$ cat src/design/utf8v_pkg.sv
// Shared types and constants for the UTF-8 string validator.
package utf8v_pkg;

  // Sequence length classes kept in lead_class
  localparam logic [1:0] CLASS_NONE  = 2'd0;
  localparam logic [1:0] CLASS_TWO   = 2'd1;
  localparam logic [1:0] CLASS_THREE = 2'd2;
  localparam logic [1:0] CLASS_FOUR  = 2'd3;

  // Lead byte ranges
  localparam logic [7:0] LEAD2_LO = 8'hc2;
  localparam logic [7:0] LEAD2_HI = 8'hdf;
  localparam logic [7:0] LEAD3_LO = 8'he0;
  localparam logic [7:0] LEAD3_HI = 8'hef;
  localparam logic [7:0] LEAD4_LO = 8'hf0;
  localparam logic [7:0] LEAD4_HI = 8'hf4;
  localparam logic [7:0] CONT_MASK = 8'hc0;
  localparam logic [7:0] CONT_TAG  = 8'h80;

  // Code point limits
  localparam logic [20:0] MIN_TWO   = 21'h000080;
  localparam logic [20:0] MIN_THREE = 21'h000800;
  localparam logic [20:0] MIN_FOUR  = 21'h010000;
  localparam logic [20:0] MAX_POINT = 21'h10ffff;
  localparam logic [20:0] SURR_LO   = 21'h00d800;
  localparam logic [20:0] SURR_HI   = 21'h00dfff;

  typedef struct packed {
    logic [1:0]  pending_count;
    logic [20:0] partial_point;
    logic [1:0]  lead_class;
    logic        error_seen;
  } state_t;

endpackage

$ cat src/design/utf8v_step.sv
// Per-byte decode step: next validator state and verdict on a final byte.
module utf8v_step (
  input  utf8v_pkg::state_t state,
  input  logic [7:0]        data_byte,
  input  logic              last_byte,
  output utf8v_pkg::state_t state_next,
  output logic              string_valid
);
  import utf8v_pkg::*;

  state_t      mid;
  logic [20:0] point;
  logic [1:0]  pend;
  logic [20:0] minimum;

  assign point   = {state.partial_point[14:0], data_byte[5:0]};
  assign pend    = state.pending_count - 2'd1;
  assign minimum = (state.lead_class == CLASS_TWO)   ? MIN_TWO :
                   (state.lead_class == CLASS_THREE) ? MIN_THREE : MIN_FOUR;

  always_comb begin
    mid = state;
    if (!state.error_seen) begin
      if (state.pending_count == 2'd0) begin
        if (data_byte[7] == 1'b0) begin
          if (data_byte == 8'h00) mid.error_seen = 1'b1;
        end else if (data_byte >= LEAD2_LO && data_byte <= LEAD2_HI) begin
          mid.pending_count = 2'd1;
          mid.partial_point = {16'd0, data_byte[4:0]};
          mid.lead_class    = CLASS_TWO;
        end else if (data_byte >= LEAD3_LO && data_byte <= LEAD3_HI) begin
          mid.pending_count = 2'd2;
          mid.partial_point = {17'd0, data_byte[3:0]};
          mid.lead_class    = CLASS_THREE;
        end else if (data_byte >= LEAD4_LO && data_byte <= LEAD4_HI) begin
          mid.pending_count = 2'd3;
          mid.partial_point = {18'd0, data_byte[2:0]};
          mid.lead_class    = CLASS_FOUR;
        end else begin
          mid.error_seen = 1'b1;
        end
      end else if ((data_byte & CONT_MASK) != CONT_TAG) begin
        // broken sequence: drop it, error is sticky
        mid = '0;
        mid.error_seen = 1'b1;
      end else if (pend != 2'd0) begin
        mid.partial_point = point;
        mid.pending_count = pend;
      end else begin
        // sequence complete: overlong, out of range, surrogate
        mid = '0;
        mid.error_seen = (point < minimum) || (point > MAX_POINT) ||
                         (point >= SURR_LO && point <= SURR_HI);
      end
    end
  end

  always_comb begin
    state_next   = mid;
    string_valid = !mid.error_seen && (mid.pending_count == 2'd0);
    if (last_byte) state_next = '0;
  end

endmodule

$ cat src/design/utf8_string_validator_top.sv
// Top level of the strict UTF-8 string validator.
// Takes one string byte per item on s_axis, tlast on its final byte, and
// for that final byte alone delivers one item on m_axis whose bit 0 is 1
// when the whole string is strict UTF-8 (shortest form, no NUL, no
// surrogates, nothing above U+10FFFF, no truncated sequence at the end).
// Bytes without tlast give no output item. Throughput is one byte per
// cycle: the byte goes to an input register, one short decode step
// updates the string state and, on a final byte, loads the result
// register, which drives m_axis. Input is held off only while a final
// byte's verdict waits in a result register that is not being taken.
// All string state clears after each final byte.
module utf8_string_validator_top (
  input  logic       clk,
  input  logic       rst,
  input  logic       s_axis_tvalid,
  output logic       s_axis_tready,
  input  logic [7:0] s_axis_tdata,   // [7:0] data_byte
  input  logic       s_axis_tlast,   // last_byte
  output logic       m_axis_tvalid,
  input  logic       m_axis_tready,
  output logic [7:0] m_axis_tdata    // [0] string_valid, [7:1] zero
);
  import utf8v_pkg::*;

  // input register
  logic       in_valid;
  logic [7:0] in_byte;
  logic       in_last;

  // string state and result register
  state_t state;
  state_t state_next;
  logic   verdict_next;
  logic   verdict;

  logic advance;

  // the held byte moves on unless it is a final byte blocked by a full output
  assign advance       = in_valid && (!in_last || !m_axis_tvalid || m_axis_tready);
  assign s_axis_tready = !in_valid || advance;

  utf8v_step u_step (
    .state        (state),
    .data_byte    (in_byte),
    .last_byte    (in_last),
    .state_next   (state_next),
    .string_valid (verdict_next)
  );

  always_ff @(posedge clk) begin
    if (rst) begin
      in_valid <= 1'b0;
    end else if (s_axis_tready) begin
      in_valid <= s_axis_tvalid;
    end
    if (s_axis_tready && s_axis_tvalid) begin
      in_byte <= s_axis_tdata;
      in_last <= s_axis_tlast;
    end
  end

  always_ff @(posedge clk) begin
    if (rst) begin
      state <= '0;
    end else if (advance) begin
      state <= state_next;
    end
  end

  always_ff @(posedge clk) begin
    if (rst) begin
      m_axis_tvalid <= 1'b0;
    end else if (advance && in_last) begin
      m_axis_tvalid <= 1'b1;
    end else if (m_axis_tready) begin
      m_axis_tvalid <= 1'b0;
    end
    if (advance && in_last) begin
      verdict <= verdict_next;
    end
  end

  assign m_axis_tdata = {7'd0, verdict};

`ifndef SYNTHESIS
  // an open sequence always has a length class at least as large as its count
  a_pend_class: assert property (@(posedge clk) disable iff (rst)
    state.pending_count <= state.lead_class)
    else $error("pending count exceeds lead class");

  // an error drops any open sequence
  a_err_closed: assert property (@(posedge clk) disable iff (rst)
    state.error_seen |-> (state.pending_count == 2'd0))
    else $error("open sequence after error");

  // state clears after a final byte
  a_clear: assert property (@(posedge clk) disable iff (rst)
    (advance && in_last) |=> (state == '0))
    else $error("state not cleared after final byte");

  // a verdict appears only after a final byte was processed
  a_rose: assert property (@(posedge clk) disable iff (rst)
    $rose(m_axis_tvalid) |-> $past(advance && in_last))
    else $error("output without final byte");

  // a final byte never overwrites an untaken verdict
  a_no_drop: assert property (@(posedge clk) disable iff (rst)
    (m_axis_tvalid && !m_axis_tready) |-> !(advance && in_last))
    else $error("verdict overwritten");
`endif

endmodule

$ cat config.mk
export PLATFORM = sky130hd
export DESIGN_NAME = utf8_string_validator_top
export DESIGN_NICKNAME = d
export VERILOG_FILES = /design/src/design/utf8v_pkg.sv /design/src/design/utf8v_step.sv /design/src/design/utf8_string_validator_top.sv
export SDC_FILE = /design/constraint.sdc
export NUM_CORES = 1
export LEC_CHECK = 0
export CAP_MARGIN = 20
export CORE_UTILIZATION = 45
export CTS_CLUSTER_DIAMETER = 30
export DETAILED_ROUTE_END_ITERATION = 7
export DONT_BUFFER_PORTS = 1
export PLACE_DENSITY = 0.61
export SLEW_MARGIN = 20
export SYNTH_ARGS = -nofsm -noshare
export SYNTH_HDL_FRONTEND = slang
export SYNTH_SLANG_ARGS = --single-unit
$ cat constraint.sdc
create_clock -name clk -period 3.2 [get_ports clk]
set_input_delay 0.16 -clock clk [delete_from_list [all_inputs] [get_ports clk]]
set_output_delay 0.16 -clock clk [all_outputs]
set_load 0.01 [all_outputs]
# --- After elaboration in Yosys (flattened, before gate mapping) ---
# Cells that the tools add are included.
# Widths: inputs -> output; s select.
totals:
  output_inout_bits: 10
  reg_bits: 32
  elab_cells: 70
  inputBits: 13
op_classes:
  n_mux: 19
  n_eq_ne: 7
  n_reduce_logical: 24
  magnitude_cmp: 10
  addsub: 1
ops:
  columns: ["op", "n"]
  rows:
  - ["$mux 26", 4]
  - ["$mux 25", 4]
  - ["$ge 8x8->1 const B", 3]
  - ["$le 8x8->1 const B", 3]
  - ["$mux 23", 1]
  - ["$ge 21x16->1 const B", 1]
  - ["$gt 21x21->1 const B", 1]
  - ["$le 21x16->1 const B", 1]
  - ["$lt 21x21->1", 1]
  - ["$mux 21", 1]
  - ["$mux 17", 1]
  - ["$logic_and 1x1->1", 8]
  - ["$logic_not 8->1", 1]
  - ["$mux 1", 7]
  - ["$logic_or 1x1->1", 5]
  - ["$ne 5x5->1 const B", 1]
  - ["$reduce_and 5->1", 1]
  - ["$logic_not 1->1", 4]
  - ["$logic_not 2->1", 2]
  - ["$ne 2x2->1 const B", 2]
  - ["$ne 4x2->1 const B", 1]
  - ["$reduce_and 4->1", 1]
  - ["$reduce_bool 2->1", 2]
  - ["$mux 3", 1]
  - ["4 further kinds", 4]

# --- Logic depth before layout (Yosys ltp) ---
depth:
  depth_word: 12
  depth_mapped: 8
  ltp_nobuf: 8

# --- By module ---
# Synthesis repeated with hierarchy kept, for this count alone.
unflattened:
  cells_unflattened: 275
  area_unflattened_um2: 2452.4
by_module_without_submodules:
  columns: ["module", "instances", "seq_area_each_um2", "cells_each", "area_per_inst_um2"]
  rows:
  - ["utf8_string_validator_top", 1, 860.8, 143, 1645.3]
  - ["utf8v_step", 1, 0.0, 132, 807.0]

# --- Worst setup path after synthesis ---
# Ideal clock, no wire load.
synth_timing:
  kind: "register to register"
  startpoint: "register state[1] (netlist name)"
  endpoint: "register verdict, data pin"
  arrival_ns: 1.763
  path_buffers: 0
  stages_incl_launch_ff: 9
  setup_slack_ns: 1.170
  setup_time_ns: 0.267
  path_cell_list: "dfxtp_1 > inv_1 > ha_1 > inv_1 > ha_1 > or3_4 > a2111oi_4 > o211ai_2 > nor3b_2"
synth_via:
  elab_chain_cells: 12
  elab_cells_between_ends: 13
  classes_between: "order compare: 1; eq/ne: 2; mux: 6; reduce/logical: 4"
synth_lines:
  columns: ["element", "line_no", "rtl"]
  rows:
  - ["$eq 2x2->1", "utf8v_step.sv:19", "(state.lead_class == CLASS_THREE) ? MIN_THREE : MIN_FOUR;"]
  - ["$mux 17", "utf8v_step.sv:19", null]
  - ["$mux 21 (*)", "utf8v_step.sv:18", "assign minimum = (state.lead_class == CLASS_TWO) ? MIN_TWO :"]
  - ["$lt 21x21->1 (*)", "utf8v_step.sv:52", "mid.error_seen = (point < minimum) || (point > MAX_POINT) ||"]
  - ["$logic_or 1x1->1 (*) (2 in series)", "utf8v_step.sv:52", null]
  - ["$mux 3 (*)", "utf8v_step.sv:46", "end else if (pend != 2'd0) begin"]
  - ["$mux 26 (*)", "utf8v_step.sv:42", "end else if ((data_byte & CONT_MASK) != CONT_TAG) begin"]
  - ["$mux 26 (*)", "utf8v_step.sv:24", "if (state.pending_count == 2'd0) begin"]
  - ["$mux 26 (*)", "utf8v_step.sv:23", "if (!state.error_seen) begin"]
  - ["$logic_not 1->1 (*)", "utf8v_step.sv:60", "string_valid = !mid.error_seen && (mid.pending_count == 2'd0);"]
  - ["$logic_and 1x1->1 (*)", "utf8v_step.sv:60", null]
  - ["net u_step.string_valid", "utf8v_step.sv:7", "output logic string_valid"]
  - ["end signal, assigned", "utf8_string_validator_top.sv:79", "verdict <= verdict_next;"]
  - ["end, declared", "utf8_string_validator_top.sv:34", "logic verdict;"]
# Mark *: on every way through the listed nets, which the timed path passes. The rest lies on a longest branch. The select of a mux whose other input is x is not followed.
# A chain may end at the register's enable or synchronous reset.

# --- Final worst setup path ---
layout_timing:
  startpoint: "register in_last"
  endpoint: "register state[5] (netlist name)"
layout_via:
  elab_chain_cells: 5
  elab_cells_between_ends: 9
  classes_between: "eq/ne: 3; mux: 1; reduce/logical: 5"
layout_lines:
  columns: ["element", "line_no", "rtl"]
  rows:
  - ["start, declared", "utf8_string_validator_top.sv:28", "logic in_last;"]
  - ["start signal, assigned", "utf8_string_validator_top.sv:58", "in_last <= s_axis_tlast;"]
  - ["$logic_not 1->1", "utf8_string_validator_top.sv:39", "assign advance = in_valid && (!in_last || !m_axis_tvalid || m_axis_tready);"]
  - ["$logic_or 1x1->1 (2 in series)", "utf8_string_validator_top.sv:39", null]
  - ["$logic_and 1x1->1", "utf8_string_validator_top.sv:39", null]
  - ["$reduce_and 4->1 (no line)", null, null]
# Several ways; a longest one is shown, not always the timed one.

==> impl_metrics.yaml <==
logic_synthesis:
  synthSimpleGateAreaFrac_pct: 23.2
  synth_top_cell_by_area: "dfxtp_1"
  synth_edf_count: 10
  syn_area_sq_um: 1790
  yosys-top-cells-area: "dfxtp_1, edfxtp_1, nand2_1"
  synthArstFlopShare_pct: 0
  synth-seq-cells: 32
  yosys-mux-area-fraction_pct: 2.80
  syn-instance-count: 192
  netlist.area_leader.share_pct: 24.6
  synthAdderAreaFrac_pct: 4.20
  synth_warnings: 0
  ys.flop_type: "dfxtp_1"
  synth-compound-area-share_pct: 19.9
  synth-xor-area-share_pct: 0
  synth_area_per_cell_sq_um: 9.32
  synth_cell_types: 50
  ys_seq_area_share_pct: 41.4
  synth_top_family_by_area: "simple AND/OR/NAND/NOR gates"
cts:
  ctsResizeCount: 0
  cts_buffer_depth: 2
  clkSlewWorstSetupHoldPaths_ns: 0.07
  cts.sinks: 32
  insertion_delay_ns: 0.28
  numCtsBuffers: 5
  cts_setup_buffers: 0
  tritoncts: "done"
  cts-root-buf: "clkbuf_8"
  postCtsHoldBufs: 10
  htreeDepth: 2
global_routing:
  grt_pass1_wl_um: 6350
  grt_max_degree: 26
  grt_pass1_vias: 1331
  overflow: 0
  grt_util_all_layers_pct: 20.0
  grt_antenna_before_repair: 0
die:
  start_util_pct: 47.8
  die_y_um: 65.1
  core_area_sq_um: 3740
  num_rows: 22
  ios: 23
  die_area_sq_um: 4230
  fp.dieW_um: 65.1
detailed_routing:
  drt_iter0_markers: 75
  drt_pass1_iterations: 4
  vias: 1408
  antenna_left: 0
  wire_per_inst_um: 15.4
  vias_per_cell: 5.72
  drc_errors: 0
  wl_um: 3800
timing:
  setup_viol: 0
  slew_viol_final: 0
  tightestPinTransition_ns: 0.938
  worst_slack_ns: 0.919
  skew_ns: 0.00774
  final.setup.tns_ns: 0
  fin_crit_ns: 2.28
  fmax_mhz: 438
  rsz0062_at_grt: "false"
  finalHoldViolCount: 0
  slew-limit-headroom_pct: 37.2
  period_share_pct: 71.3
power_and_ir_drop:
  p_leak_nw: 0.742
  power_density_nw_per_um2: 415
  peakVddDrop_mv: 0.301
critical_path:
  required_ns: 3.42
  path_max_fanout: 25
  r2r_slack_ns: 0.92
  end_kind: "register"
  critPathArrivalTime_ns: 2.50
  worstSetupPathType: "register to register"
  r2r-start: "in_last"
  start_kind: "register"
  timing.rr.end: "state[5]"
  rr_worst_depth: 5
worst_hold_path:
  min_from: "s_axis_tvalid"
  hp-class: "primary input to register"
  min_to: "in_valid"
  holdPathStages: 2
place:
  gp_congestion: 0.874
  pre_cts_ws_ns: 0.939
  dpl.hpwl_um: 2680
  io_buffers: 0
finish:
  diodes: 0
  drive_above_1_share_pct: 8.08
  area_growth_pct: 8.88
  fin_util_pct: 52.0
  nNetsFinal: 216
run:
  cap_violations: 0
outcome:
  outcome: "completed"
[power breakdown]
part	leakage, nW	switching (mW)	internal, mW	total (mW)
clock	0.0395	0.140	0.154	0.294
sequential	0.275	0.0166	0.430	0.446
combinational	0.427	0.0396	0.0274	0.0670
total	0.742	0.196	0.612	0.808
[critical path, stage by stage (launching register included)]
cell and delay, ns:
edfxtp_1 0.49, nand2b_1 0.33, a2111oi_0 0.50, a211o_2 0.48, and3b_1 0.29, a21o_1 0.13
[kinds of logic after synthesis]
family	Yosys count
fa+ha+maj	6
simple gates	73
flops	32
mux	5
compound gates	45
buf+inv	30
other cells	1
[per-stage QoR]
stage                     power [mW]  hold slack, ns  cells  area, sq um
after floorplan                0.507           0.259    198         1810
after global placement         0.510           0.231    228         1770
after detailed placement       0.511           0.236    228         1770
after CTS                      0.814          0.0243    246         1950
after global routing           0.845          0.0335    246         1950
final                          0.808          0.0313    246         1950
[registers in the layout, summed over array words and instances, names as in the netlist]
register	cells
in_byte	8
in_last	1
in_valid	1
m_axis_tvalid	1
state	20
verdict	1
[how the worst max path moves through the flow]
stage	start	end	slack [ns]	depth (start not counted)
final	in_last	state[5]	0.92	5
after global routing	in_last	state[5]	0.79	5
after CTS	in_last	state[5]	0.92	5
after detailed placement	in_last	state[5]	0.94	5
after global placement	state[1]	verdict	1.09	8
after floorplan	state[1]	verdict	1.17	8
[final cells by class]
type / count / area, sq um
timing repair buffer: 10 / 100
multi-input combinational: 136 / 922
inverter: 12 / 45.0
clock buffer: 8 / 80.1
tap: 48 / 60.1
sequential: 32 / 741
fill: 356 / 1800
[metal layers]
layer / part of all wire, % / track usage, %
met5: 0 / 0
met4: 1.7 / 8.70
met3: 3.5 / 4.40
met2: 47 / 29.9
met1: 48 / 27.5
[cells in the mapped netlist, types with 2 or more instances]
library cell / instances
o21ai_1: 10
a21o_1: 3
nor3_1: 7
edfxtp_1: 10
or3_4: 2
buf_2: 2
nor3b_1: 4
a31oi_1: 5
and3_1: 2
inv_1: 12
a41oi_1: 3
dfxtp_1: 22
clkbuf_1: 6
o21a_1: 2
o21ai_0: 3
nand3_1: 12
ha_1: 6
nand2_1: 23
nor2b_1: 2
a21oi_1: 3
or4_1: 2
buf_4: 9
mux2i_1: 5
and2_1: 3
nand2b_1: 2
nor2_1: 7
o31ai_1: 2
[cell usage in the layout (no fill, tap or decap), types with 3 or more instances in the layout]
master	n
nand2_1	23
dfxtp_1	22
inv_1	12
nand3_1	12
o21ai_1	10
dlygate4sd3_1	10
edfxtp_1	10
nor2_1	7
nor3_1	7
conb_1	7
ha_1	6
a31oi_1	5
mux2i_1	5
clkbuf_8	5
nor3b_1	4
and2_1	3
o21ai_0	3
a41oi_1	3
a21oi_1	3
a21o_1	3
clkbuf_1	3
No activity file was read; power rests on OpenSTA's default activity.
